**src/rtl/vdn_pkg.sv**
```systemverilog
package vdn_pkg;

  localparam int ACC_BITS  = 48;
  localparam int INV_BITS  = 40;
  localparam int ROOT_BITS = INV_BITS + 1;
  localparam int RAD_BITS  = 2 * ROOT_BITS;
  localparam int REM_BITS  = ROOT_BITS + 3;
  localparam int HALF_INV  = INV_BITS / 2;

  localparam logic [1:0] MODE_L2    = 2'd0;
  localparam logic [1:0] MODE_DOT   = 2'd1;
  localparam logic [1:0] MODE_NORM  = 2'd2;
  localparam logic [1:0] MODE_SCALE = 2'd3;

  typedef struct packed {
    logic load;
    logic mul;
    logic acc;
    logic div_init;
    logic div_step;
    logic sqrt_init;
    logic sqrt_step;
    logic root_store;
    logic zero_store;
    logic emit;
  } cmd_t;

  typedef struct packed {
    logic [1:0] mode;
    logic       vec_end;
    logic       sum_pos;
  } sts_t;

endpackage

```
**src/rtl/vector_distance_normalize.sv**
```systemverilog
// Channel  | Handshake             | Payload
// in_      | in_valid / in_stall   | mode, elem_a, elem_b, last
// out_     | out_valid / out_stall | value, zero_norm, end_of_vector
//
// Each element goes through load, multiply and accumulate steps, and a result, when one is due,
// is written into the output register. The end of a norm pass with a positive sum adds a
// shift-subtract division and a bit-serial square root before that write.
// Synchronous active-low reset clears the accumulator, count, inverse root and flag.
// A new element is taken while an earlier result waits on out_stall.
module vector_distance_normalize import vdn_pkg::*; #(
  parameter int MAX_DIM   = 1024,
  parameter int ELEM_BITS = 16
) (
  input  logic                       clk,
  input  logic                       rst_n,
  input  logic                       in_valid,
  output logic                       in_stall,
  input  logic [1:0]                 in_mode,
  input  logic signed [15:0]         in_elem_a,
  input  logic signed [15:0]         in_elem_b,
  input  logic                       in_last,
  output logic                       out_valid,
  input  logic                       out_stall,
  output logic signed [ACC_BITS-1:0] out_value,
  output logic                       out_zero_norm,
  output logic                       out_end_of_vector
);

  cmd_t cmd;
  sts_t sts;

  vdn_ctrl #(
    .ELEM_BITS(ELEM_BITS)
  ) u_ctrl (
    .clk      (clk),
    .rst_n    (rst_n),
    .in_valid (in_valid),
    .in_stall (in_stall),
    .out_valid(out_valid),
    .out_stall(out_stall),
    .sts      (sts),
    .cmd      (cmd)
  );

  vdn_dp #(
    .MAX_DIM  (MAX_DIM),
    .ELEM_BITS(ELEM_BITS)
  ) u_dp (
    .clk              (clk),
    .rst_n            (rst_n),
    .cmd              (cmd),
    .sts              (sts),
    .in_mode          (in_mode),
    .in_elem_a        (in_elem_a),
    .in_elem_b        (in_elem_b),
    .in_last          (in_last),
    .out_value        (out_value),
    .out_zero_norm    (out_zero_norm),
    .out_end_of_vector(out_end_of_vector)
  );

`ifndef SYNTHESIS
  a_busy_after_transfer: assert property (@(posedge clk) disable iff (!rst_n)
    in_valid && !in_stall |=> in_stall)
    else $error("input not held off after transfer");

  a_zero_norm_sign: assert property (@(posedge clk) disable iff (!rst_n)
    out_valid && out_zero_norm |-> out_value[ACC_BITS-1] || out_value == '0)
    else $error("zero_norm result with positive value");

  a_scaled_range: assert property (@(posedge clk) disable iff (!rst_n)
    out_valid && !out_end_of_vector |->
      (&out_value[ACC_BITS-1:ELEM_BITS-1]) || !(|out_value[ACC_BITS-1:ELEM_BITS-1]))
    else $error("scaled element outside element range");
`endif

endmodule

```
**src/rtl/vdn_ctrl.sv**
```systemverilog
module vdn_ctrl import vdn_pkg::*; #(
  parameter int ELEM_BITS = 16
) (
  input  logic clk,
  input  logic rst_n,
  input  logic in_valid,
  output logic in_stall,
  output logic out_valid,
  input  logic out_stall,
  input  sts_t sts,
  output cmd_t cmd
);

  localparam int QW  = 2 * (ELEM_BITS + 22) + 1;
  localparam int SCW = $clog2(QW);

  typedef enum logic [2:0] {
    S_IDLE, S_MUL, S_ACC, S_DIV, S_SQI, S_SQRT, S_ROOT, S_EMIT
  } state_t;

  state_t         state_r, state_nxt;
  logic [SCW-1:0] step_r, step_nxt;
  logic           out_valid_r, out_valid_nxt;
  logic           out_free;

  assign in_stall  = (state_r != S_IDLE);
  assign out_valid = out_valid_r;
  assign out_free  = !out_valid_r || !out_stall;

  always_comb begin
    state_nxt     = state_r;
    step_nxt      = step_r;
    out_valid_nxt = out_valid_r && out_stall;
    cmd           = '0;
    unique case (state_r)
      S_IDLE: begin
        if (in_valid) begin
          cmd.load  = 1'b1;
          state_nxt = S_MUL;
        end
      end
      S_MUL: begin
        cmd.mul   = 1'b1;
        state_nxt = S_ACC;
      end
      S_ACC: begin
        cmd.acc = 1'b1;
        if (sts.mode == MODE_SCALE) begin
          state_nxt = S_EMIT;
        end else if (!sts.vec_end) begin
          state_nxt = S_IDLE;
        end else if (sts.mode == MODE_NORM && sts.sum_pos) begin
          cmd.div_init = 1'b1;
          step_nxt     = '0;
          state_nxt    = S_DIV;
        end else if (sts.mode == MODE_NORM) begin
          cmd.zero_store = 1'b1;
          state_nxt      = S_EMIT;
        end else begin
          state_nxt = S_EMIT;
        end
      end
      S_DIV: begin
        cmd.div_step = 1'b1;
        step_nxt     = step_r + 1'b1;
        if (step_r == SCW'(QW - 1)) begin
          state_nxt = S_SQI;
        end
      end
      S_SQI: begin
        cmd.sqrt_init = 1'b1;
        step_nxt      = '0;
        state_nxt     = S_SQRT;
      end
      S_SQRT: begin
        cmd.sqrt_step = 1'b1;
        step_nxt      = step_r + 1'b1;
        if (step_r == SCW'(ROOT_BITS - 1)) begin
          state_nxt = S_ROOT;
        end
      end
      S_ROOT: begin
        cmd.root_store = 1'b1;
        state_nxt      = S_EMIT;
      end
      S_EMIT: begin
        if (out_free) begin
          cmd.emit      = 1'b1;
          out_valid_nxt = 1'b1;
          state_nxt     = S_IDLE;
        end
      end
      default: state_nxt = S_IDLE;
    endcase
  end

  always_ff @(posedge clk) begin
    if (!rst_n) begin
      state_r     <= S_IDLE;
      step_r      <= '0;
      out_valid_r <= 1'b0;
    end else begin
      state_r     <= state_nxt;
      step_r      <= step_nxt;
      out_valid_r <= out_valid_nxt;
    end
  end

endmodule

```
**src/rtl/vdn_dp.sv**
```systemverilog
module vdn_dp import vdn_pkg::*; #(
  parameter int MAX_DIM   = 1024,
  parameter int ELEM_BITS = 16
) (
  input  logic                       clk,
  input  logic                       rst_n,
  input  cmd_t                       cmd,
  output sts_t                       sts,
  input  logic [1:0]                 in_mode,
  input  logic signed [15:0]         in_elem_a,
  input  logic signed [15:0]         in_elem_b,
  input  logic                       in_last,
  output logic signed [ACC_BITS-1:0] out_value,
  output logic                       out_zero_norm,
  output logic                       out_end_of_vector
);

  localparam int E   = ELEM_BITS;
  localparam int XW  = (E > 16) ? E : 16;
  localparam int OW  = E + 1;
  localparam int PW  = 2 * OW;
  localparam int SW  = ((PW > ACC_BITS) ? PW : ACC_BITS) + 1;
  localparam int QW  = 2 * (E + 22) + 1;
  localparam int QRW = (QW > RAD_BITS) ? QW : RAD_BITS;
  localparam int LW  = E + HALF_INV + 1;
  localparam int PSW = E + INV_BITS + 2;
  localparam int CW  = (MAX_DIM > 1) ? $clog2(MAX_DIM) : 1;

  localparam logic signed [SW-1:0]  TMAX = SW'({1'b0, {(ACC_BITS - 1){1'b1}}});
  localparam logic signed [SW-1:0]  TMIN = -TMAX - 1;
  localparam logic signed [PSW-1:0] RND  = PSW'(1 <<< 23);
  localparam logic signed [PSW-1:0] SMAX = PSW'((1 <<< (E - 1)) - 1);
  localparam logic signed [PSW-1:0] SMIN = PSW'(-(1 <<< (E - 1)));

  logic signed [E-1:0]        a_r, b_r;
  logic [1:0]                 mode_r;
  logic                       end_r;
  logic [CW-1:0]              cnt_r;
  logic signed [PW-1:0]       prod_r;
  logic signed [LW-1:0]       plo_r;
  logic signed [ACC_BITS-1:0] acc_r, res_r;
  logic                       zf_r;
  logic [INV_BITS-1:0]        inv_r;
  logic                       nz_r;
  logic [ACC_BITS-1:0]        s_r, r_r;
  logic [QRW-1:0]             q_r;
  logic                       first_r;
  logic [RAD_BITS-1:0]        rad_r;
  logic [REM_BITS-1:0]        rem_r;
  logic [ROOT_BITS-1:0]       root_r;
  logic signed [ACC_BITS-1:0] val_r;
  logic                       zn_r, eov_r;

  logic [XW-1:0]              a_x, b_x;
  logic                       end_c;
  logic signed [OW-1:0]       x_op, y_op, d_op;
  logic signed [PW-1:0]       prod_c;
  logic signed [LW-1:0]       plo_c, phi_c;
  logic signed [SW-1:0]       t_ext, t_sat, sum_c;
  logic signed [ACC_BITS-1:0] sum_sat;
  logic signed [PSW-1:0]      p_c, rnd_c;
  logic signed [E-1:0]        scale_c;
  logic [ACC_BITS-1:0]        rs_c;
  logic                       qb_c;
  logic [REM_BITS-1:0]        rem2_c, trial_c;

  assign a_x   = XW'($unsigned(in_elem_a));
  assign b_x   = XW'($unsigned(in_elem_b));
  assign end_c = in_last || (cnt_r == CW'(MAX_DIM - 1));

  always_comb begin
    d_op = OW'(a_r) - OW'(b_r);
    case (mode_r)
      MODE_L2:  begin x_op = d_op;      y_op = d_op;      end
      MODE_DOT: begin x_op = OW'(a_r);  y_op = OW'(b_r);  end
      default:  begin x_op = OW'(a_r);  y_op = OW'(a_r);  end
    endcase
  end

  assign prod_c = x_op * y_op;
  assign plo_c  = a_r * signed'({1'b0, inv_r[HALF_INV-1:0]});
  assign phi_c  = a_r * signed'({1'b0, inv_r[INV_BITS-1:HALF_INV]});

  always_comb begin
    t_ext = SW'(prod_r);
    if (t_ext > TMAX) begin
      t_sat = TMAX;
    end else if (t_ext < TMIN) begin
      t_sat = TMIN;
    end else begin
      t_sat = t_ext;
    end
    sum_c = SW'(acc_r) + t_sat;
    if (sum_c > TMAX) begin
      sum_sat = ACC_BITS'(TMAX);
    end else if (sum_c < TMIN) begin
      sum_sat = ACC_BITS'(TMIN);
    end else begin
      sum_sat = ACC_BITS'(sum_c);
    end
  end

  always_comb begin
    p_c   = (PSW'(phi_c) <<< HALF_INV) + PSW'(plo_r);
    rnd_c = (p_c + RND) >>> 24;
    if (nz_r) begin
      scale_c = '0;
    end else if (rnd_c > SMAX) begin
      scale_c = E'(SMAX);
    end else if (rnd_c < SMIN) begin
      scale_c = E'(SMIN);
    end else begin
      scale_c = E'(rnd_c);
    end
  end

  assign rs_c    = {r_r[ACC_BITS-2:0], first_r};
  assign qb_c    = (rs_c >= s_r);
  assign rem2_c  = {rem_r[REM_BITS-3:0], rad_r[RAD_BITS-1:RAD_BITS-2]};
  assign trial_c = {1'b0, root_r, 2'b01};

  assign sts.mode    = mode_r;
  assign sts.vec_end = end_r;
  assign sts.sum_pos = !sum_sat[ACC_BITS-1] && (|sum_sat);

  always_ff @(posedge clk) begin
    if (!rst_n) begin
      cnt_r <= '0;
      acc_r <= '0;
      inv_r <= '0;
      nz_r  <= 1'b1;
    end else begin
      if (cmd.load) begin
        cnt_r <= end_c ? '0 : cnt_r + 1'b1;
      end
      if (cmd.acc) begin
        if (end_r) begin
          acc_r <= '0;
        end else if (mode_r != MODE_SCALE) begin
          acc_r <= sum_sat;
        end
      end
      if (cmd.zero_store) begin
        inv_r <= '0;
        nz_r  <= 1'b1;
      end
      if (cmd.root_store) begin
        inv_r <= root_r[ROOT_BITS-1] ? '1 : root_r[INV_BITS-1:0];
        nz_r  <= 1'b0;
      end
    end
  end

  always_ff @(posedge clk) begin
    if (cmd.load) begin
      a_r    <= signed'(a_x[E-1:0]);
      b_r    <= signed'(b_x[E-1:0]);
      mode_r <= in_mode;
      end_r  <= end_c;
    end
    if (cmd.mul) begin
      prod_r <= prod_c;
      plo_r  <= plo_c;
    end
    if (cmd.acc) begin
      if (mode_r == MODE_SCALE) begin
        res_r <= ACC_BITS'(scale_c);
        zf_r  <= nz_r;
      end else begin
        res_r <= sum_sat;
        zf_r  <= cmd.zero_store;
      end
    end
    if (cmd.root_store) begin
      zf_r <= 1'b0;
    end
    if (cmd.div_init) begin
      s_r     <= sum_sat;
      r_r     <= '0;
      q_r     <= '0;
      first_r <= 1'b1;
    end
    if (cmd.div_step) begin
      r_r     <= qb_c ? rs_c - s_r : rs_c;
      q_r     <= {q_r[QRW-2:0], qb_c};
      first_r <= 1'b0;
    end
    if (cmd.sqrt_init) begin
      rad_r  <= (|(q_r >> (RAD_BITS - 2))) ? (RAD_BITS'(1) << (RAD_BITS - 2))
                                           : q_r[RAD_BITS-1:0];
      rem_r  <= '0;
      root_r <= '0;
    end
    if (cmd.sqrt_step) begin
      rad_r <= rad_r << 2;
      if (rem2_c >= trial_c) begin
        rem_r  <= rem2_c - trial_c;
        root_r <= {root_r[ROOT_BITS-2:0], 1'b1};
      end else begin
        rem_r  <= rem2_c;
        root_r <= {root_r[ROOT_BITS-2:0], 1'b0};
      end
    end
    if (cmd.emit) begin
      val_r <= res_r;
      zn_r  <= zf_r;
      eov_r <= end_r;
    end
  end

  assign out_value         = val_r;
  assign out_zero_norm     = zn_r;
  assign out_end_of_vector = eov_r;

endmodule

```
**config.mk**
```make
export PLATFORM = sky130hd
export DESIGN_NAME = vector_distance_normalize
export DESIGN_NICKNAME = d
export VERILOG_FILES = /design/src/rtl/vdn_pkg.sv /design/src/rtl/vector_distance_normalize.sv /design/src/rtl/vdn_ctrl.sv /design/src/rtl/vdn_dp.sv
export SDC_FILE = /design/constraint.sdc
export NUM_CORES = 2
export LEC_CHECK = 0
export ABC_CLOCK_PERIOD_IN_PS = 11370
export BUFFER_PORTS_ARGS = -buffer_cell sky130_fd_sc_hd__buf_2
export CAP_MARGIN = 25
export CORE_ASPECT_RATIO = 1.75
export CORE_MARGIN = 2
export CORE_UTILIZATION = 62
export CTS_CLUSTER_DIAMETER = 100
export DETAILED_ROUTE_END_ITERATION = 16
export GPL_TIMING_DRIVEN = 0
export PLACE_DENSITY_LB_ADDON = 0.2
export REMOVE_ABC_BUFFERS = 1
export SETUP_SLACK_MARGIN = 0.15
export SYNTH_ARGS = -nofsm -noshare
export SYNTH_HDL_FRONTEND = slang
export SYNTH_SLANG_ARGS = --single-unit
export TNS_END_PERCENT = 10
```
**constraint.sdc**
```tcl
create_clock -name clk -period 11.37 [get_ports clk]
set_input_delay 2.274 -clock clk [delete_from_list [all_inputs] [get_ports clk]]
set_output_delay 2.274 -clock clk [all_outputs]
set_load 0.005 [all_outputs]
```
==> impl_metrics.ini <==
[routing]
drc = 0
dr.pass1.iters = 8
drt_iter0_drc = 3055
drt_wl_total_um = 167000
via_per_inst = 5.99
ant_nets = 0
wire_per_inst_um = 20.0
vias = 50200

[die]
ios = 91
core_area_mm2 = 0.107
initial_utilization = 0.626
die_y_um = 440
num_rows = 159
die_w_um = 253
fp.dieArea_mm2 = 0.111

[synth]
yosysWarnings = 0
synth-edff-count = 524
syn-cell-area_mm2 = 0.0672
yosys.cell_count.top_type = inv_1
synthArstFlopShare = 0
ys_types = 95
avgSynthCellArea_um2 = 9.63
synth_ff_type = edfxtp_1
synthTopCellsByCount = inv_1, fa_1, nand2_1
ys_seq_area_frac = 0.268
synthCells = 6982
ys_seq_elements = 638
yosys.area.top_type = fa_1
synth_top_area_frac = 0.238
synth_area_leaders = fa_1, edfxtp_1, ha_1

[min_path]
worstHoldPathCells = 0
hold_end = u_dp.out_value[35]$_DFFE_PP_
min_path_type = reg2reg
hp-start = u_dp.res_r[35]$_DFFE_PP_

[clocking]
cts_tree = done
cts_root_buf = clkbuf_16
htree_levels = 2
clock_latency_ps = 680
cts_num_sinks = 638
hold_buffers = 0
clkTransAtPathRegs_ps = 80
clk_path_buf_depth = 3
cts_made_buffers = 60

[worst_setup_path]
cp-start-kind = flip-flop
ff2ff_setup_slack_ps = 510
path_common_cell = fa_1
critPathSlowestCell = fa_1
worst_ep_arrival_time_ps = 11340
r2r_cells = 36
reg2reg_to = u_dp.res_r[1]$_DFFE_PP_
cp_max_fo = 18
cpPeakStageDelay_ps = 540
worstPathRequired_ps = 11860
end_kind = flip-flop
r2r_start = u_dp.a_r[15]$_DFFE_PP_
crit_type = reg2reg

[placement]
dpl_worst_slack_ps = -772
gp_congestion = 0.969
dp_hpwl_um = 129000
port_buffers = 90
dpl-instance-area_mm2 = 0.0700
post-place-cells = 8231

[sta]
relSlewSlack = 0.234
finalHoldViolations = 0
finalSetupViolations = 0
setup_slack_ps = 514
rsz0062_at_grt = true
min_period_over_period = 0.955
drv_slew = 0
layout_min_cycle_time_ps = 10860
worst_pin_slew_ps = 1120
clock_skew_ps = 39.3
max_freq_ghz = 0.0921

[final_layout]
finalNonFillerCells = 8368
stdcell_area_mm2 = 0.0723
num-fill-cells = 8399
nets = 8356
synthToLayoutAreaGrowth_pct = 7.63
layout-drive-gt1-share = 0.0559

[outcome]
status = finished clean

[global_route]
antenna_found_initial = 4
grt_overflow = 0
grt_pass1_vias = 53000
grt_usage = 0.307
grt_pass1_wl_um = 270000
grt_max_degree = 123

[flow_run]
maxCapViolations = 0
flip-flops by register name, indices dropped and copies added, names as in the netlist, 42 cells and up:
signal,flops
u_dp.q_r,82
u_dp.rad_r,82
u_dp.acc_r,48
u_dp.out_value,48
u_dp.res_r,48
u_dp.s_r,48
u_dp.r_r,47
u_dp.rem_r,42
metal layers:
metal / wire, um / vias up / GRT usage
li1: - / 22900 / -
met2: 86900 / 1769 / 0.562
met1: 61200 / 24800 / 0.351
met5: 41 / - / 0
met3: 9610 / 622 / 0.0385
met4: 9450 / 6 / 0.153
cell type report:
type                            instances  area [um^2]  area share
Timing Repair Buffer                  195         2250      0.0310
Inverter                             1100         4140      0.0572
Clock inverter                         41          448     0.00619
Sequential cell                       638        18000       0.249
Multi-Input combinational cell       4953        44100       0.610
Tap cell                             1368         1710      0.0237
Clock buffer                           72         1640      0.0227
Antenna cell                            1         2.50   0.0000346
critical path: cells and delay by family, from the launching register on:
family,cells,cell delay (ps)
XOR/XNOR,1,160
multiplexers,2,280
AO/OA/AOI/OAI,10,2450
buffers and inverters,5,880
AND/OR/NAND/NOR,9,2250
adder cells (fa/ha/maj),9,4110
flip-flops,1,530
stage by stage:
stage | hold slack (ps) | util | setup TNS (ps)
after global routing | 424 | 0.673 | 0
final | 419 | 0.673 | 0
after detailed placement | 405 | 0.651 | -11380
after CTS | 420 | 0.671 | 0
after global placement | 401 | 0.635 | -64810
after floorplan | 400 | - | 0
layout by cell type (no fill, tap or decap), types with 48 or more instances in the layout:
cell,synthesis,routed
inv_1,1099,1097
fa_1,798,798
nand2_1,794,793
ha_1,571,571
edfxtp_1,524,524
nor2_1,498,490
and2_1,393,392
a21oi_1,223,221
o21ai_0,192,190
xnor2_1,160,159
dfxtp_1,114,111
a21o_1,107,106
mux2i_1,98,98
buf_2,9,90
a22o_1,81,81
nor3_1,74,73
nor2b_1,72,72
nand3_1,71,68
nand2b_1,66,65
xor2_1,65,65
clkbuf_16,0,62
o21a_1,59,59
nand4_1,48,48
worst max path at each step:
stage                                 from                        end  slack [ps]  depth (start not counted)
finish              u_dp.a_r[15]$_DFFE_PP_    u_dp.res_r[1]$_DFFE_PP_         510                         36
CTS                  u_dp.a_r[0]$_DFFE_PP_  u_dp.prod_r[33]$_DFFE_PP_         100                         40
global route         u_dp.a_r[0]$_DFFE_PP_  u_dp.prod_r[33]$_DFFE_PP_          60                         40
global placement    u_dp.a_r[15]$_DFFE_PP_    u_dp.res_r[4]$_DFFE_PP_       -1800                         33
detailed placement  u_dp.a_r[15]$_DFFE_PP_    u_dp.res_r[3]$_DFFE_PP_        -770                         35
floorplan           u_dp.a_r[15]$_DFFE_PP_    u_dp.res_r[0]$_DFFE_PP_        1210                         33
logic make-up after synthesis:
logic type / Yosys count / synth area share
compound gates: 1076 / 0.110
buf+inv: 1391 / 0.0781
mux: 102 / 0.0153
fa+ha+maj: 1395 / 0.348
xor+xnor: 225 / 0.0293
flops: 638 / 0.268
simple gates: 2155 / 0.152
timing repair:
| item | 4_1_cts | 5_1_grt |
|---|---|---|
| cloned | 0 | 0 |
| setup buffers | 6 | 15 |
| resized for setup | 7 | 12 |
| pin swaps | 1 | 1 |
| setup endpoints to repair | 17 | 18 |
Power is not shown: default switching activity piles up to over one toggle a cycle in this logic, so the estimate is an artifact.
